**src/sv/qsu_pkg.sv**
```systemverilog
// Shared types, constants and helper functions for the quoted string unescape core.
// No dependencies; every other file refers to this package by scoped names.

package qsu_pkg;

   localparam int MAX_CHARS = 65535;
   localparam int CNT_W     = $clog2(MAX_CHARS + 1);
   localparam int QDEPTH    = 4;
   localparam int QPTR_W    = $clog2(QDEPTH);
   localparam int NBYTES    = 5;

   localparam logic [7:0] CH_NUL   = 8'h00;
   localparam logic [7:0] CH_TAB   = 8'h09;
   localparam logic [7:0] CH_LF    = 8'h0A;
   localparam logic [7:0] CH_CR    = 8'h0D;
   localparam logic [7:0] CH_QUOTE = 8'h22;
   localparam logic [7:0] CH_APOS  = 8'h27;
   localparam logic [7:0] CH_ZERO  = 8'h30;
   localparam logic [7:0] CH_SEVEN = 8'h37;
   localparam logic [7:0] CH_NINE  = 8'h39;
   localparam logic [7:0] CH_UA    = 8'h41;
   localparam logic [7:0] CH_UF    = 8'h46;
   localparam logic [7:0] CH_BSL   = 8'h5C;
   localparam logic [7:0] CH_LA    = 8'h61;
   localparam logic [7:0] CH_LF_A  = 8'h66;
   localparam logic [7:0] CH_N     = 8'h6E;
   localparam logic [7:0] CH_R     = 8'h72;
   localparam logic [7:0] CH_T     = 8'h74;
   localparam logic [7:0] CH_U     = 8'h75;
   localparam logic [7:0] CH_X     = 8'h78;

   localparam logic [31:0] UTF8_LIM1 = 32'h80;
   localparam logic [31:0] UTF8_LIM2 = 32'h800;
   localparam logic [31:0] UTF8_LIM3 = 32'h10000;
   localparam logic [7:0]  UTF8_LEAD2 = 8'hC0;
   localparam logic [7:0]  UTF8_LEAD3 = 8'hE0;
   localparam logic [7:0]  UTF8_LEAD4 = 8'hF0;
   localparam logic [7:0]  UTF8_CONT  = 8'h80;
   localparam logic [31:0] UTF8_MASK  = 32'h3F;

   localparam logic [3:0] LIMIT_OCT = 4'd3;
   localparam logic [3:0] LIMIT_U   = 4'd4;
   localparam logic [3:0] LIMIT_X   = 4'd8;

   localparam logic [1:0] ST_PARSING = 2'd0;
   localparam logic [1:0] ST_CLOSED  = 2'd1;
   localparam logic [1:0] ST_ERROR   = 2'd2;

   typedef enum logic [2:0] {
      PH_IDLE,
      PH_BODY,
      PH_ESC,
      PH_XU,
      PH_DIGITS,
      PH_DONE,
      PH_ERR
   } phase_type;

   typedef enum logic [1:0] {
      KIND_OCT,
      KIND_U,
      KIND_X
   } kind_type;

   typedef enum logic [1:0] {
      PRE_NONE,
      PRE_BYTE,
      PRE_BSPAIR,
      PRE_UTF8
   } pre_type;

   typedef struct packed {
      pre_type     pre;
      logic [7:0]  pre_byte;
      logic [31:0] code;
      logic        tail;
   } plan_type;

   typedef struct packed {
      logic [NBYTES-1:0][7:0] bytes;
      logic [2:0]             nbytes;
      logic [1:0]             status;
      logic [15:0]            chars;
   } pkt_type;

   typedef struct packed {
      logic full;
      logic empty;
   } qstat_type;

   typedef struct packed {
      logic [3:0][7:0] b;
      logic [2:0]      n;
   } utf8_type;

   typedef struct packed {
      logic       valid;
      logic [3:0] val;
   } hex_type;

   function automatic hex_type hex_val(input logic [7:0] c);
      hex_type h;
      h.valid = 1'b1;
      h.val   = 4'd0;
      if (c >= CH_ZERO && c <= CH_NINE) begin
         h.val = c[3:0];
      end else if ((c >= CH_LA && c <= CH_LF_A) || (c >= CH_UA && c <= CH_UF)) begin
         h.val = c[3:0] + 4'd9;
      end else begin
         h.valid = 1'b0;
      end
      return h;
   endfunction

   function automatic utf8_type utf8_enc(input logic [31:0] cp);
      utf8_type u;
      u.b = '0;
      if (cp < UTF8_LIM1) begin
         u.n    = 3'd1;
         u.b[0] = cp[7:0];
      end else if (cp < UTF8_LIM2) begin
         u.n    = 3'd2;
         u.b[0] = UTF8_LEAD2 | cp[13:6];
         u.b[1] = UTF8_CONT | (cp[7:0] & UTF8_MASK[7:0]);
      end else if (cp < UTF8_LIM3) begin
         u.n    = 3'd3;
         u.b[0] = UTF8_LEAD3 | cp[19:12];
         u.b[1] = UTF8_CONT | (cp[13:6] & UTF8_MASK[7:0]);
         u.b[2] = UTF8_CONT | (cp[7:0] & UTF8_MASK[7:0]);
      end else begin
         u.n    = 3'd4;
         u.b[0] = UTF8_LEAD4 | cp[25:18];
         u.b[1] = UTF8_CONT | (cp[19:12] & UTF8_MASK[7:0]);
         u.b[2] = UTF8_CONT | (cp[13:6] & UTF8_MASK[7:0]);
         u.b[3] = UTF8_CONT | (cp[7:0] & UTF8_MASK[7:0]);
      end
      return u;
   endfunction

endpackage

```
**src/sv/qsu_front.sv**
```systemverilog
// Front end: parse state machine; classifies each accepted character into one packet of 0 to 5 bytes.
// Depends on qsu_pkg.

module qsu_front (
   input  logic             clock,
   input  logic             reset,
   input  logic             push,
   input  logic [7:0]       req_ch,
   input  logic             req_start_req,
   output qsu_pkg::pkt_type pkt
);

   qsu_pkg::phase_type       phase_ff, phase_in;
   logic [31:0]              acc_ff, acc_in;
   logic [3:0]               dcnt_ff, dcnt_in;
   qsu_pkg::kind_type        kind_ff, kind_in;
   logic [qsu_pkg::CNT_W-1:0] cnt_ff, cnt_in;
   qsu_pkg::plan_type        plan;

   always_comb begin
      logic               run_body;
      qsu_pkg::hex_type   h;
      logic               dvalid;
      logic [3:0]         dval;
      logic [31:0]        acc_new;
      logic [3:0]         dcnt_new;
      logic [3:0]         limit;
      phase_in      = phase_ff;
      acc_in        = acc_ff;
      dcnt_in       = dcnt_ff;
      kind_in       = kind_ff;
      cnt_in        = cnt_ff;
      plan.pre      = qsu_pkg::PRE_NONE;
      plan.pre_byte = req_ch;
      plan.code     = acc_ff;
      plan.tail     = 1'b0;
      run_body      = 1'b0;
      h             = qsu_pkg::hex_val(req_ch);
      dvalid        = 1'b0;
      dval          = 4'd0;
      acc_new       = acc_ff;
      dcnt_new      = dcnt_ff + 4'd1;
      limit         = qsu_pkg::LIMIT_X;
      if (req_start_req) begin
         acc_in   = '0;
         dcnt_in  = '0;
         kind_in  = qsu_pkg::KIND_OCT;
         cnt_in   = qsu_pkg::CNT_W'(1);
         phase_in = (req_ch == qsu_pkg::CH_QUOTE) ? qsu_pkg::PH_BODY : qsu_pkg::PH_ERR;
      end else if (phase_ff == qsu_pkg::PH_BODY || phase_ff == qsu_pkg::PH_ESC ||
                   phase_ff == qsu_pkg::PH_XU || phase_ff == qsu_pkg::PH_DIGITS) begin
         if (cnt_ff < qsu_pkg::CNT_W'(qsu_pkg::MAX_CHARS)) begin
            cnt_in = cnt_ff + qsu_pkg::CNT_W'(1);
         end
         case (phase_ff)
            qsu_pkg::PH_BODY: begin
               run_body = 1'b1;
            end
            qsu_pkg::PH_ESC: begin
               phase_in = qsu_pkg::PH_BODY;
               if (req_ch == qsu_pkg::CH_NUL) begin
                  phase_in = qsu_pkg::PH_ERR;
               end else if (req_ch == qsu_pkg::CH_BSL || req_ch == qsu_pkg::CH_QUOTE ||
                            req_ch == qsu_pkg::CH_APOS) begin
                  plan.pre = qsu_pkg::PRE_BYTE;
               end else if (req_ch == qsu_pkg::CH_N) begin
                  plan.pre      = qsu_pkg::PRE_BYTE;
                  plan.pre_byte = qsu_pkg::CH_LF;
               end else if (req_ch == qsu_pkg::CH_R) begin
                  plan.pre      = qsu_pkg::PRE_BYTE;
                  plan.pre_byte = qsu_pkg::CH_CR;
               end else if (req_ch == qsu_pkg::CH_T) begin
                  plan.pre      = qsu_pkg::PRE_BYTE;
                  plan.pre_byte = qsu_pkg::CH_TAB;
               end else if (req_ch >= qsu_pkg::CH_ZERO && req_ch <= qsu_pkg::CH_SEVEN) begin
                  acc_in   = 32'(req_ch[2:0]);
                  dcnt_in  = 4'd1;
                  kind_in  = qsu_pkg::KIND_OCT;
                  phase_in = qsu_pkg::PH_DIGITS;
               end else if (req_ch == qsu_pkg::CH_X || req_ch == qsu_pkg::CH_U) begin
                  kind_in  = (req_ch == qsu_pkg::CH_U) ? qsu_pkg::KIND_U : qsu_pkg::KIND_X;
                  phase_in = qsu_pkg::PH_XU;
               end else begin
                  plan.pre = qsu_pkg::PRE_BSPAIR;
               end
            end
            qsu_pkg::PH_XU: begin
               if (h.valid) begin
                  acc_in   = 32'(h.val);
                  dcnt_in  = 4'd1;
                  phase_in = qsu_pkg::PH_DIGITS;
               end else begin
                  plan.pre      = qsu_pkg::PRE_BSPAIR;
                  plan.pre_byte = (kind_ff == qsu_pkg::KIND_U) ? qsu_pkg::CH_U : qsu_pkg::CH_X;
                  run_body      = 1'b1;
               end
            end
            qsu_pkg::PH_DIGITS: begin
               if (kind_ff == qsu_pkg::KIND_OCT) begin
                  limit   = qsu_pkg::LIMIT_OCT;
                  dvalid  = (req_ch >= qsu_pkg::CH_ZERO && req_ch <= qsu_pkg::CH_SEVEN);
                  dval    = {1'b0, req_ch[2:0]};
                  acc_new = {acc_ff[28:0], 3'b000} | 32'(dval);
               end else begin
                  limit   = (kind_ff == qsu_pkg::KIND_U) ? qsu_pkg::LIMIT_U : qsu_pkg::LIMIT_X;
                  dvalid  = h.valid;
                  dval    = h.val;
                  acc_new = {acc_ff[27:0], 4'b0000} | 32'(dval);
               end
               if (dvalid) begin
                  acc_in  = acc_new;
                  dcnt_in = dcnt_new;
                  if (dcnt_new >= limit) begin
                     plan.pre  = qsu_pkg::PRE_UTF8;
                     plan.code = acc_new;
                     phase_in  = qsu_pkg::PH_BODY;
                  end
               end else begin
                  plan.pre = qsu_pkg::PRE_UTF8;
                  run_body = 1'b1;
               end
            end
            default: begin
               phase_in = phase_ff;
            end
         endcase
         if (run_body) begin
            if (req_ch == qsu_pkg::CH_NUL || req_ch == qsu_pkg::CH_LF ||
                req_ch == qsu_pkg::CH_CR) begin
               phase_in = qsu_pkg::PH_ERR;
            end else if (req_ch == qsu_pkg::CH_QUOTE) begin
               phase_in = qsu_pkg::PH_DONE;
            end else if (req_ch == qsu_pkg::CH_BSL) begin
               phase_in = qsu_pkg::PH_ESC;
            end else begin
               plan.tail = 1'b1;
               phase_in  = qsu_pkg::PH_BODY;
            end
         end
      end
   end

   always_comb begin
      logic [qsu_pkg::NBYTES-1:0][7:0] bytes;
      logic [2:0]                      nb;
      qsu_pkg::utf8_type               u;
      bytes = '0;
      nb    = 3'd0;
      u     = qsu_pkg::utf8_enc(plan.code);
      case (plan.pre)
         qsu_pkg::PRE_BYTE: begin
            bytes[nb] = plan.pre_byte;
            nb        = nb + 3'd1;
         end
         qsu_pkg::PRE_BSPAIR: begin
            bytes[nb] = qsu_pkg::CH_BSL;
            nb        = nb + 3'd1;
            bytes[nb] = plan.pre_byte;
            nb        = nb + 3'd1;
         end
         qsu_pkg::PRE_UTF8: begin
            for (int i = 0; i < 4; i++) begin
               if (3'(i) < u.n) begin
                  bytes[nb] = u.b[i];
                  nb        = nb + 3'd1;
               end
            end
         end
         default: begin
            nb = 3'd0;
         end
      endcase
      if (plan.tail) begin
         bytes[nb] = req_ch;
         nb        = nb + 3'd1;
      end
      pkt.bytes  = bytes;
      pkt.nbytes = nb;
      case (phase_in)
         qsu_pkg::PH_DONE: pkt.status = qsu_pkg::ST_CLOSED;
         qsu_pkg::PH_ERR:  pkt.status = qsu_pkg::ST_ERROR;
         default:          pkt.status = qsu_pkg::ST_PARSING;
      endcase
      pkt.chars = (phase_in == qsu_pkg::PH_DONE) ? 16'(cnt_in) : 16'd0;
   end

   always_ff @(posedge clock) begin
      if (reset) begin
         phase_ff <= qsu_pkg::PH_IDLE;
         acc_ff   <= '0;
         dcnt_ff  <= '0;
         kind_ff  <= qsu_pkg::KIND_OCT;
         cnt_ff   <= '0;
      end else if (push) begin
         phase_ff <= phase_in;
         acc_ff   <= acc_in;
         dcnt_ff  <= dcnt_in;
         kind_ff  <= kind_in;
         cnt_ff   <= cnt_in;
      end
   end

endmodule

```
**src/sv/qsu_queue.sv**
```systemverilog
// Packet queue between front and back end; register storage, one push and one pop per cycle.
// Depends on qsu_pkg.

module qsu_queue (
   input  logic               clock,
   input  logic               reset,
   input  logic               push,
   input  qsu_pkg::pkt_type   push_pkt,
   input  logic               pop,
   output qsu_pkg::pkt_type   head,
   output qsu_pkg::qstat_type qstat
);

   qsu_pkg::pkt_type          mem_ff [qsu_pkg::QDEPTH];
   logic [qsu_pkg::QPTR_W-1:0] wr_ff, wr_in;
   logic [qsu_pkg::QPTR_W-1:0] rd_ff, rd_in;
   logic [qsu_pkg::QPTR_W:0]   cnt_ff, cnt_in;

   assign qstat.full  = (cnt_ff == (qsu_pkg::QPTR_W + 1)'(qsu_pkg::QDEPTH));
   assign qstat.empty = (cnt_ff == '0);
   assign head        = mem_ff[rd_ff];

   always_comb begin
      wr_in  = push ? wr_ff + qsu_pkg::QPTR_W'(1) : wr_ff;
      rd_in  = pop ? rd_ff + qsu_pkg::QPTR_W'(1) : rd_ff;
      cnt_in = cnt_ff;
      if (push && !pop) begin
         cnt_in = cnt_ff + (qsu_pkg::QPTR_W + 1)'(1);
      end else if (pop && !push) begin
         cnt_in = cnt_ff - (qsu_pkg::QPTR_W + 1)'(1);
      end
   end

   always_ff @(posedge clock) begin
      if (push) begin
         mem_ff[wr_ff] <= push_pkt;
      end
   end

   always_ff @(posedge clock) begin
      if (reset) begin
         wr_ff  <= '0;
         rd_ff  <= '0;
         cnt_ff <= '0;
      end else begin
         wr_ff  <= wr_in;
         rd_ff  <= rd_in;
         cnt_ff <= cnt_in;
      end
   end

endmodule

```
**src/sv/qsu_back.sv**
```systemverilog
// Back end: splits head packet into beats of one byte, or one empty beat.
// Depends on qsu_pkg.

module qsu_back (
   input  logic               clock,
   input  logic               reset,
   input  qsu_pkg::pkt_type   head,
   input  qsu_pkg::qstat_type qstat,
   output logic               pop,
   output logic               rsp_valid,
   input  logic               rsp_ready,
   output logic [7:0]         rsp_out_byte,
   output logic               rsp_byte_valid,
   output logic [1:0]         rsp_status,
   output logic [15:0]        rsp_chars_read,
   output logic               rsp_last
);

   logic [2:0] idx_ff, idx_in;
   logic [2:0] nbeats;
   logic       fire;

   assign rsp_valid      = !qstat.empty;
   assign nbeats         = (head.nbytes == 3'd0) ? 3'd1 : head.nbytes;
   assign rsp_last       = (idx_ff == nbeats - 3'd1);
   assign rsp_byte_valid = (head.nbytes != 3'd0);
   assign rsp_out_byte   = rsp_byte_valid ? head.bytes[idx_ff] : 8'd0;
   assign rsp_status     = head.status;
   assign rsp_chars_read = head.chars;
   assign fire           = rsp_valid && rsp_ready;
   assign pop            = fire && rsp_last;

   always_comb begin
      idx_in = idx_ff;
      if (pop) begin
         idx_in = 3'd0;
      end else if (fire) begin
         idx_in = idx_ff + 3'd1;
      end
   end

   always_ff @(posedge clock) begin
      if (reset) begin
         idx_ff <= 3'd0;
      end else begin
         idx_ff <= idx_in;
      end
   end

endmodule

```
**src/sv/quoted_string_unescape_utf8_core.sv**
```systemverilog
// Top level of the quoted string unescape core: front parser, packet queue, beat serializer.
// Depends on qsu_pkg, qsu_front, qsu_queue, qsu_back.
//
//   channel  dir  handshake            payload
//   req      in   req_valid/req_ready  req_ch[7:0], req_start_req
//   rsp      out  rsp_valid/rsp_ready  rsp_out_byte[7:0], rsp_byte_valid, rsp_status[1:0],
//                                      rsp_chars_read[15:0], rsp_last
//
// One character accepted per cycle while the 4-entry packet queue has room.
// Each character yields max(1, decoded bytes) response beats, 1 to 5.
// Each accepted character's packet is registered in the queue; its first beat appears once it reaches the head.
// Synchronous reset returns the parser to idle and empties the queue.
// req_ready depends only on queue occupancy, not on rsp_ready.

module quoted_string_unescape_utf8_core (
   input  logic        clock,
   input  logic        reset,
   input  logic        req_valid,
   output logic        req_ready,
   input  logic [7:0]  req_ch,
   input  logic        req_start_req,
   output logic        rsp_valid,
   input  logic        rsp_ready,
   output logic [7:0]  rsp_out_byte,
   output logic        rsp_byte_valid,
   output logic [1:0]  rsp_status,
   output logic [15:0] rsp_chars_read,
   output logic        rsp_last
);

   qsu_pkg::pkt_type   push_pkt;
   qsu_pkg::pkt_type   head;
   qsu_pkg::qstat_type qstat;
   logic               push;
   logic               pop;

   assign req_ready = !qstat.full;
   assign push      = req_valid && req_ready;

   qsu_front u_front (
      .clock         (clock),
      .reset         (reset),
      .push          (push),
      .req_ch        (req_ch),
      .req_start_req (req_start_req),
      .pkt           (push_pkt)
   );

   qsu_queue u_queue (
      .clock    (clock),
      .reset    (reset),
      .push     (push),
      .push_pkt (push_pkt),
      .pop      (pop),
      .head     (head),
      .qstat    (qstat)
   );

   qsu_back u_back (
      .clock          (clock),
      .reset          (reset),
      .head           (head),
      .qstat          (qstat),
      .pop            (pop),
      .rsp_valid      (rsp_valid),
      .rsp_ready      (rsp_ready),
      .rsp_out_byte   (rsp_out_byte),
      .rsp_byte_valid (rsp_byte_valid),
      .rsp_status     (rsp_status),
      .rsp_chars_read (rsp_chars_read),
      .rsp_last       (rsp_last)
   );

endmodule

```
**config.mk**
```make
export PLATFORM = sky130hd
export DESIGN_NAME = quoted_string_unescape_utf8_core
export DESIGN_NICKNAME = d
export VERILOG_FILES = /design/src/sv/qsu_pkg.sv /design/src/sv/qsu_front.sv /design/src/sv/qsu_queue.sv /design/src/sv/qsu_back.sv /design/src/sv/quoted_string_unescape_utf8_core.sv
export SDC_FILE = /design/constraint.sdc
export NUM_CORES = 1
export LEC_CHECK = 0
export BUFFER_PORTS_ARGS = -buffer_cell sky130_fd_sc_hd__buf_2
export CAP_MARGIN = 20
export CELL_PAD_IN_SITES_DETAIL_PLACEMENT = 1
export CELL_PAD_IN_SITES_GLOBAL_PLACEMENT = 2
export CORE_ASPECT_RATIO = 1.75
export CORE_UTILIZATION = 44
export DETAILED_ROUTE_END_ITERATION = 8
export PLACE_DENSITY_LB_ADDON = 0.1
export SYNTH_ARGS = -nofsm -noshare
export SYNTH_HDL_FRONTEND = slang
export SYNTH_HIERARCHICAL = 1
export SYNTH_SLANG_ARGS = --single-unit
```
**constraint.sdc**
```tcl
create_clock -name clock -period 6.1 [get_ports clock]
set_input_delay 0 -clock clock [delete_from_list [all_inputs] [get_ports clock]]
set_output_delay 0 -clock clock [all_outputs]
set_load 0.01 [all_outputs]
```
==> metrics.md, run 1 <==
| Metric | Value |
|---|---|
| Die W | 146 um |
| Die Y-Extent | 253 um |
| Number of I/O port buffers | 42 |
| CP arrival | 4.96 ns |
| Critical Path Source Type | flop |
| Synth area leaders | edfxtp_1 (46%), dfxtp_1 (8.7%), mux4_2 (8.5%), nor2_1 (3.2%), mux2i_1 (2.9%) |
| TritonCTS clock tree | done |
| Worst slew pin tran | 1.04 ns |
| Area leader, netlist | edfxtp_1 |
| Largest net degree at the start of global routing | 73 |
| H-Tree Depth | 1 |
| Gr ovfl total | 0 |
| Clk_lat worst skew | 0.58 ns |
| Area Overhead vs Synth | 9.11% |
| Post-DP HPWL | 31,500 um |
| Core area | 35,400 sq um |
| Initial Util | 44.8% |
| Register Area | 8710 sq um |
| Max-cap viol count | 0 |
| Crit-path slowest cell | nor3_2 |
| Setup tns final | 0 ns |
| CTS Buf Count | 30 |
| Hold depth | 3 |
| CP top delay family | compound AO/OA/AOI/OAI gates |
| Antenna diode count | 0 |
| Fill count | 3,647 |
| Pwr Density | 343 nW/um^2 |
| Max-slew violation count | 0 |
| Placed Cells | 1,708 |
| Final #Nets | 1,309 |
| Crit path depth | 14 |
| Initial antenna violation count | 0 |
| Layout Cells excl Fill | 1,766 |
| Layout cell share with drive strength beyond 1 | 16.3% |
| Top-count cell post-synth | edfxtp_1 |
| R2R cell count | 14 |
| Synth top area share | 46.2% |
| Max Freq | 216 MHz |
| Routed vias | 10,663 |
| Vias in the first global route | 11,227 |
| Clock Tree Root | clkbuf_16 |
| Unrepaired setup endpoints after global routing | false |
| Fin crit share | 76.0% |
| CP endpoint kind | flop |
| DRT iter0 DRCs | 583 |
| Number of remaining DRC errors | 0 |
| Post-layout min period | 4.63 ns |
| Maximum buffer depth of the clock tree | 3 |
| CP required | 6.43 ns |
| Top_reg_cell synth | edfxtp_1 |
| Hold Path Class | input pin to flop |
| Synthesized area | 15,900 sq um |
| Slowest stage delay, CP | 0.53 ns |
| FF+latch count, synth | 313 |
| LEAKAGE | 6.07 nW |
| RD Place Congestion | 0.935 |
| Syn avg cell area | 12.4 sq um |
| First-pass GRT wire length | 68,700 um |
| Peak supply drop | 0.250 mV |
| Multi-input logic area | 6480 sq um |
| Site row count | 91 |
| Tot GR Track Use | 24.6% |
| I/O pin total | 43 |
| Setup-failing EPs final | 0 |
| Wire per inst | 25.4 um |
| FFs w/ async S/R, synth | 0% |
| Worst-path clk slew | 0.07 ns |
| Final Hold Fails | 0 |
| DR vias/cell | 6.04 |
| Util after Layout | 48.9% |
| # Post-CTS Setup Buffers | 0 |
| Detail Route Antenna Nets | 0 |
| Syn nets | 1,311 |
| CP bufs+invs | 3 |
| Cells after synthesis | 1,279 |
| Post-synth cell types | 96 |
| Top cells by count, synth | edfxtp_1 (244), nor2_1 (135), a21oi_1 (90), dfxtp_1 (69) |
| WS Path Type | flop to flop |
| Status | finished, final reports clean |
| Final Skew | 0.0116 ns |
| Rel. slew slack | 30.8% |
| Flop2flop setup slack | 1.47 ns |
| Maximum fanout along the worst path | 16 |
| Synth Warn # | 6 |
| Register area share after synthesis | 54.9% |
| Die area | 36,800 sq um |
| Total wire length | 44,800 um |
| Number of synthesized flops with an enable pin | 244 |
| Worst-path cell chain | or2_1 -> buf_4 -> inv_1 -> ha_1 -> nand2b_1 -> a2111oi_2 -> nor3_1 -> a311o_1 -> a31oi_1 -> a21o_1 -> o31a_4 -> inv_2 -> nor3_2 -> o2bb2ai_1 |
| Drt pass-1 iters | 5 |
| # clock sinks | 313 |
-- final cells by class --
cell class                 count  share of cell area (%)
timing repair buffer          63                    2.14
clock buffer                  38                    4.51
inverter                      32                   0.694
multi-input combinational    837                    37.5
tap                          465                    3.36
clock inverter                18                    1.47
sequential                   313                    50.3
-- kinds of logic (layout without fill, tap and decap cells) --
kind of cell             after synthesis  in the layout  share of synthesized area, %
AND/OR/NAND/NOR                      400            400                          12.8
flip-flops                           313            313                          54.9
adder cells (fa/ha/maj)               19             19                          1.55
multiplexers                         122            122                          13.4
buffers and inverters                129            151                          4.39
AO/OA/AOI/OAI                        270            270                          11.4
XOR/XNOR                              26             26                          1.52
-- final timing paths --
path / startpoint / end
min: req_ch[6] / u_queue/mem_ff[1][35]
max reg2reg: u_front/kind_ff[0] / u_queue/mem_ff[2][37]
min reg2reg: u_front/acc_ff[31] / u_front/acc_ff[31]
max: u_front/kind_ff[0] / u_queue/mem_ff[2][37]
-- flip-flops by register name, indices dropped and copies added (netlist names), named ones only --
| name | cells |
|---|---|
| u_front/cnt_ff | 16 |
| u_queue/cnt_ff | 3 |
| u_front/acc_ff | 32 |
| u_front/phase_ff | 3 |
| u_front/kind_ff | 2 |
| u_queue/rd_ff | 2 |
| u_back/idx_ff | 3 |
| u_queue/wr_ff | 2 |
| u_front/dcnt_ff | 4 |
| u_queue/mem_ff | 244 |
-- worst reg2reg max path, cell delays in order, from the launching register on --
cell	delay, ns
dfxtp_1	0.32
or2_1	0.23
buf_4	0.20
inv_1	0.09
ha_1	0.22
nand2b_1	0.15
a2111oi_2	0.43
nor3_1	0.23
a311o_1	0.40
a31oi_1	0.39
a21o_1	0.48
o31a_4	0.30
inv_2	0.10
nor3_2	0.53
o2bb2ai_1	0.31
-- stage by stage --
step | power, mW | setup WS, ns | hold slack, ns | instance area, sq um
3_5_place_dp | 4.03 | 1.51 | 0.395 | 16300
6_report | 5.93 | 1.47 | 0.0525 | 17300
2_1_floorplan | 3.67 | 1.02 | 0.0728 | 15900
5_1_grt | 6.17 | 1.15 | 0.0528 | 17300
3_3_place_gp | 3.99 | 1.54 | 0.380 | 16300
4_1_cts | 6.02 | 1.45 | 0.0272 | 17300
-- power breakdown --
| part | internal, mW | switching (mW) |
|---|---|---|
| clock | 1.16 | 0.813 |
| combinational | 0.538 | 0.734 |
| sequential | 2.55 | 0.135 |
| total | 4.25 | 1.68 |
-- what timing repair did --
item / in CTS / in global routing
resized for setup: 0 / 0
hold buffers: 1 / 0
endpoints found under the hold margin: 3 / 0
-- layer usage --
layer	routed length, um	global-route usage (%)	vias to the layer above
met3	1070	2.05	71
met1	17800	28.4	5496
met4	1390	8.87	0
li1	-	-	4917
met2	24600	47.0	179
met5	0	0	-
-- layout by cell type (no fill, tap or decap), types with 7 or more instances in the layout --
cell	count
and3_1	19
nand3_1	22
inv_1	28
a22oi_1	18
nor2b_1	11
mux4_1	9
a21o_1	11
o211ai_1	7
ha_1	18
nor4_1	15
a21oi_1	90
clkbuf_1	8
buf_2	42
a31oi_1	8
edfxtp_1	244
o21ai_0	42
a22o_1	8
xnor2_1	14
nor3_1	63
mux2i_1	46
and2_1	7
buf_4	19
mux4_2	60
clkbuf_16	30
a211oi_1	9
xor2_1	11
dfxtp_1	67
a221o_1	7
nand4_1	8
nor2_1	135
nand2_1	63
Power figures use the tool's default switching activity.
==> inputs of run 2 (changes only) <==
--- a/config.mk
+++ b/config.mk
@@ -5,12 +5,13 @@
 export SDC_FILE = /design/constraint.sdc
 export NUM_CORES = 1
 export LEC_CHECK = 0
+export ABC_AREA = 1
 export BUFFER_PORTS_ARGS = -buffer_cell sky130_fd_sc_hd__buf_2
 export CAP_MARGIN = 20
 export CELL_PAD_IN_SITES_DETAIL_PLACEMENT = 1
 export CELL_PAD_IN_SITES_GLOBAL_PLACEMENT = 2
 export CORE_ASPECT_RATIO = 1.75
-export CORE_UTILIZATION = 44
+export CORE_UTILIZATION = 37
 export DETAILED_ROUTE_END_ITERATION = 8
 export PLACE_DENSITY_LB_ADDON = 0.1
 export SYNTH_ARGS = -nofsm -noshare
==> constraint.sdc (replaced) <==
create_clock -name clock -period 4.2 [get_ports clock]
set_input_delay 0 -clock clock [delete_from_list [all_inputs] [get_ports clock]]
set_output_delay 0 -clock clock [all_outputs]
set_load 0.01 [all_outputs]
==> run 2 against run 1 <==
Net effect:
- die area rose by 24%
- sequential cell count unchanged
- clock skew is 0.0048 ns higher
- critical endpoint is now u_queue/mem_ff[2][26]
- utilization is 7.6 points lower
- critical path depth rose by 6
- largest cell class unchanged
- wire length grew 11%
- largest power group unchanged
- power rose by 72%
- synthesized cell count grew 39%
- cell count increased by 35%
- first-iteration DRC count shrank 3.3%
- critical path type unchanged
==> metrics.md, run 2 <==
| Metric | Value |
|---|---|
| Status | finished, final reports clean |
| Total wire length | 49,900 um (+11%) |
| Setup tns final | 0 ns (unchanged) |
| Worst-path cell chain | ha_1 -> ha_1 -> inv_1 -> nor2_1 -> o211ai_1 -> nand3_1 -> nand4_1 -> buf_6 -> inv_2 -> nand2_1 -> nand2_1 -> inv_1 -> nand3_1 -> nor2_2 -> buf_4 -> nand2_2 -> nand2_1 -> nand2_1 -> o21ai_0 -> o211ai_1 |
| Final Hold Fails | 0 (unchanged) |
| WS Path Type | flop to flop |
| Simple-gate share of the synthesized area | 20.3% (+7.5 points) |
| Max reg flops | 244 (unchanged) |
| CP required | 4.45 ns (-1.98 ns) |
| Gate power share | 32.1% (+11 points) |
| Synth area leaders | edfxtp_1 (44%), dfxtp_1 (8.3%), o21ai_0 (6.3%), nand2_1 (6.2%), nor2_1 (4.8%) |
| Drt pass-1 iters | 4 (-1) |
| Largest family of logic cells by synthesized area | simple AND/OR/NAND/NOR gates |
| Cells after synthesis | 1,783 (+39%) |
| Die Y-Extent | 282 um (+12%) |
| Peak supply drop | 0.307 mV (+23%) |
| RD Place Congestion | 0.882 (-5.7%) |
| Top_reg_cell synth | edfxtp_1 |
| Final Skew | 0.0164 ns (+0.00479 ns) |
| CP endpoint kind | flop |
| Most frequent cells in the layout | nand2_1 (272), edfxtp_1 (244), nor2_1 (210), o21ai_0 (210), inv_1 (140) |
| Max-cap viol count | 0 (unchanged) |
| Layout cell share with drive strength beyond 1 | 15.6% (-0.67 points) |
| Area leader, netlist | edfxtp_1 |
| Most flop-heavy register | u_queue/mem_ff |
| Syn avg cell area | 9.32 sq um (-25%) |
| DRT iter0 DRCs | 564 (-3.3%) |
| Sequential power share | 39.0% (-6.3 points) |
| Vias in the first global route | 13,321 (+19%) |
| Fin crit share | 88.4% (+12 points) |
| Pwr Density | 560 nW/um^2 (+63%) |
| Wire per inst | 20.9 um (-17%) |
| Top cells by count, synth | nand2_1 (273), edfxtp_1 (244), nor2_1 (211), o21ai_0 (210), inv_1 (144) |
| Psw | 3.67 mW (+120%) |
| Most frequent cell on the critical path | nand2_1 |
| Clk_lat worst skew | 0.57 ns (about the same) |
| Site row count | 102 (+12%) |
| Clock Tree Root | clkbuf_16 |
| Number of synthesized flops with an enable pin | 244 (unchanged) |
| Number of remaining DRC errors | 0 (unchanged) |
| Net Sw Frac | 35.9% (+7.5 points) |
| Synth Warn # | 6 (unchanged) |
| Crit-path slowest cell | dfxtp_1 |
| Post-synth cell types | 58 (-40%) |
| Setup-failing EPs final | 0 (unchanged) |
| Largest regs | u_queue/mem_ff: 244 flops, u_front/acc_ff: 32 flops, u_front/cnt_ff: 16 flops |
| Unrepaired setup endpoints after global routing | false |
| Slowest stage delay, CP | 0.43 ns (-0.10 ns) |
| Gr ovfl total | 0 (unchanged) |
| Die W | 162 um (+11%) |
| Pwr Total | 10.2 mW (+72%) |
| Design area | 18,300 sq um (+5.6%) |
| Dpl cell area | 17,100 sq um (+5.4%) |
| TritonCTS clock tree | done |
| # Post-CTS Setup Buffers | 0 (unchanged) |
| Synth Area in XOR/XNOR | 0.633% (-0.89 points) |
| DR vias/cell | 5.33 (-12%) |
| Post-DP HPWL | 35,300 um (+12%) |
| Initial Util | 37.5% (-7.3 points) |
| LEAKAGE | 6.69 nW (+10%) |
| CTS Buf Count | 30 (unchanged) |
| Core area | 44,300 sq um (+25%) |
| Synthesized area | 16,600 sq um (+4.7%) |
| Pint | 6.56 mW (+54%) |
| Die area | 45,800 sq um (+24%) |
| Detail Route Antenna Nets | 0 (unchanged) |
| Synth Area in Compound Gates | 17.0% (+5.5 points) |
| Tot GR Track Use | 22.0% (-2.5 points) |
| Max-slew violation count | 0 (unchanged) |
| FF+latch count, synth | 313 (unchanged) |
| Worst slew pin tran | 1.01 ns (-0.0300 ns) |
| First-pass GRT wire length | 76,800 um (+12%) |
| Post-layout min period | 3.71 ns (-0.921 ns) |
| FFs w/ async S/R, synth | 0% (unchanged) |
| Clock power share | 29.0% (-4.3 points) |
| Syn nets | 1,815 (+38%) |
| Routed vias | 12,694 (+19%) |
| H-Tree Depth | 1 (unchanged) |
| Synth top area share | 44.1% (-2.1 points) |
| # clock sinks | 313 (unchanged) |
| Final #Nets | 1,819 (+39%) |
| I/O pin total | 43 (unchanged) |
| Synth Area in Adders | 1.48% (-0.070 points) |
| Maximum buffer depth of the clock tree | 3 (unchanged) |
| Area Overhead vs Synth | 10.0% |
| Register area share after synthesis | 52.4% (-2.5 points) |
| Antenna diode count | 0 (unchanged) |
| Largest net degree at the start of global routing | 67 (-8.2%) |
| Maximum fanout along the worst path | 20 (+4) |
| Commonest non-fill, non-tap cell in the layout | nand2_1 |
| Critical Path Source Type | flop |
| Mux cell area share after synthesis | 0.0603% (-13 points) |
| Initial antenna violation count | 1 (+1) |
| Worst-path clk slew | 0.07 ns (about the same) |
| Hold Path Class | input pin to flop |
| Rel. slew slack | 32.1% (+1.3 points) |
| CP arrival | 3.97 ns (-0.99 ns) |
| Max Freq | 269 MHz (+25%) |
| Number of I/O port buffers | 42 (unchanged) |
| Top-count cell post-synth | nand2_1 |
-- run 2: cell count changes after synthesis, sizes merged, moves of 44 or more --
cell	before	now
inv	30	160
mux2i	47	1
mux4	69	0
nand2	64	287
nand3	22	91
nor2	135	273
nor3	67	23
o21ai	44	259
o22ai	6	72
-- run 2: worst paths after layout --
path	from	to	slack, ns	cells past startpoint
max	u_front/dcnt_ff[0]	u_queue/mem_ff[2][26]	0.49	20
min	req_ch[6]	u_queue/mem_ff[2][35]	0.01	3
max reg2reg	u_front/dcnt_ff[0]	u_queue/mem_ff[2][26]	0.49	20
min reg2reg	u_queue/rd_ff[1]	flop	0.44	1
-- run 2: per-layer routing --
layer / vias up / global-route usage [%] / wire [um]
li1: 6153 / - / -
met1: 6306 / 25.1 / 20600
met2: 151 / 42.6 / 26700
met3: 82 / 1.77 / 1060
met4: 2 / 7.52 / 1520
met5: - / 0 / 11
-- run 2: cells by family (layout without fill, tap and decap cells) --
family | Yosys count | in the layout
compound gates | 465 | 465
xor+xnor | 12 | 12
fa+ha+maj | 19 | 19
buf+inv | 275 | 303
flops | 313 | 313
mux | 1 | 1
simple gates | 698 | 698
-- run 2: critical path, delay by kind of cell (launching register included) --
family,cells,cell delay [ns]
simple gates,10,1.16
buf+inv,5,0.70
fa+ha+maj,2,0.59
compound gates,3,0.52
flops,1,0.43
-- run 2: power groups by stage --
stage | logic, mW | clock network [mW] | registers [mW]
3_3_place_gp | 3.31 | 0 | 4.04
6_report | 3.28 | 2.96 | 3.98
5_1_grt | 3.64 | 3.14 | 4.02
2_1_floorplan | 2.42 | 0 | 4.01
4_1_cts | 3.36 | 3.04 | 3.99
3_5_place_dp | 3.34 | 0 | 4.06
-- run 2: timing repair --
item	in CTS	in global routing
setup endpoints to repair	0	8
gates resized for setup	0	2
hold buffers	6	0
hold endpoints to repair	25	0
-- run 2: stage by stage --
step           setup slack [ns]  util (%)  hold WS [ns]  instances
2_1_floorplan             0.874         -        0.0724       1783
3_3_place_gp              0.431      38.7         0.410       2321
3_5_place_dp              0.413      38.7         0.418       2321
4_1_cts                   0.391      41.2       0.00854       2383
5_1_grt                  0.0838      41.3        0.0107       2383
6_report                  0.487      41.3        0.0116       2383
-- run 2: cell type report --
type	count	area, sq um
Tap cell	572	716
Fill cell	5048	26000
Multi-Input combinational cell	1195	6550
Clock buffer	37	798
Sequential cell	313	8710
Inverter	163	623
Timing Repair Buffer	84	594
Clock inverter	19	282
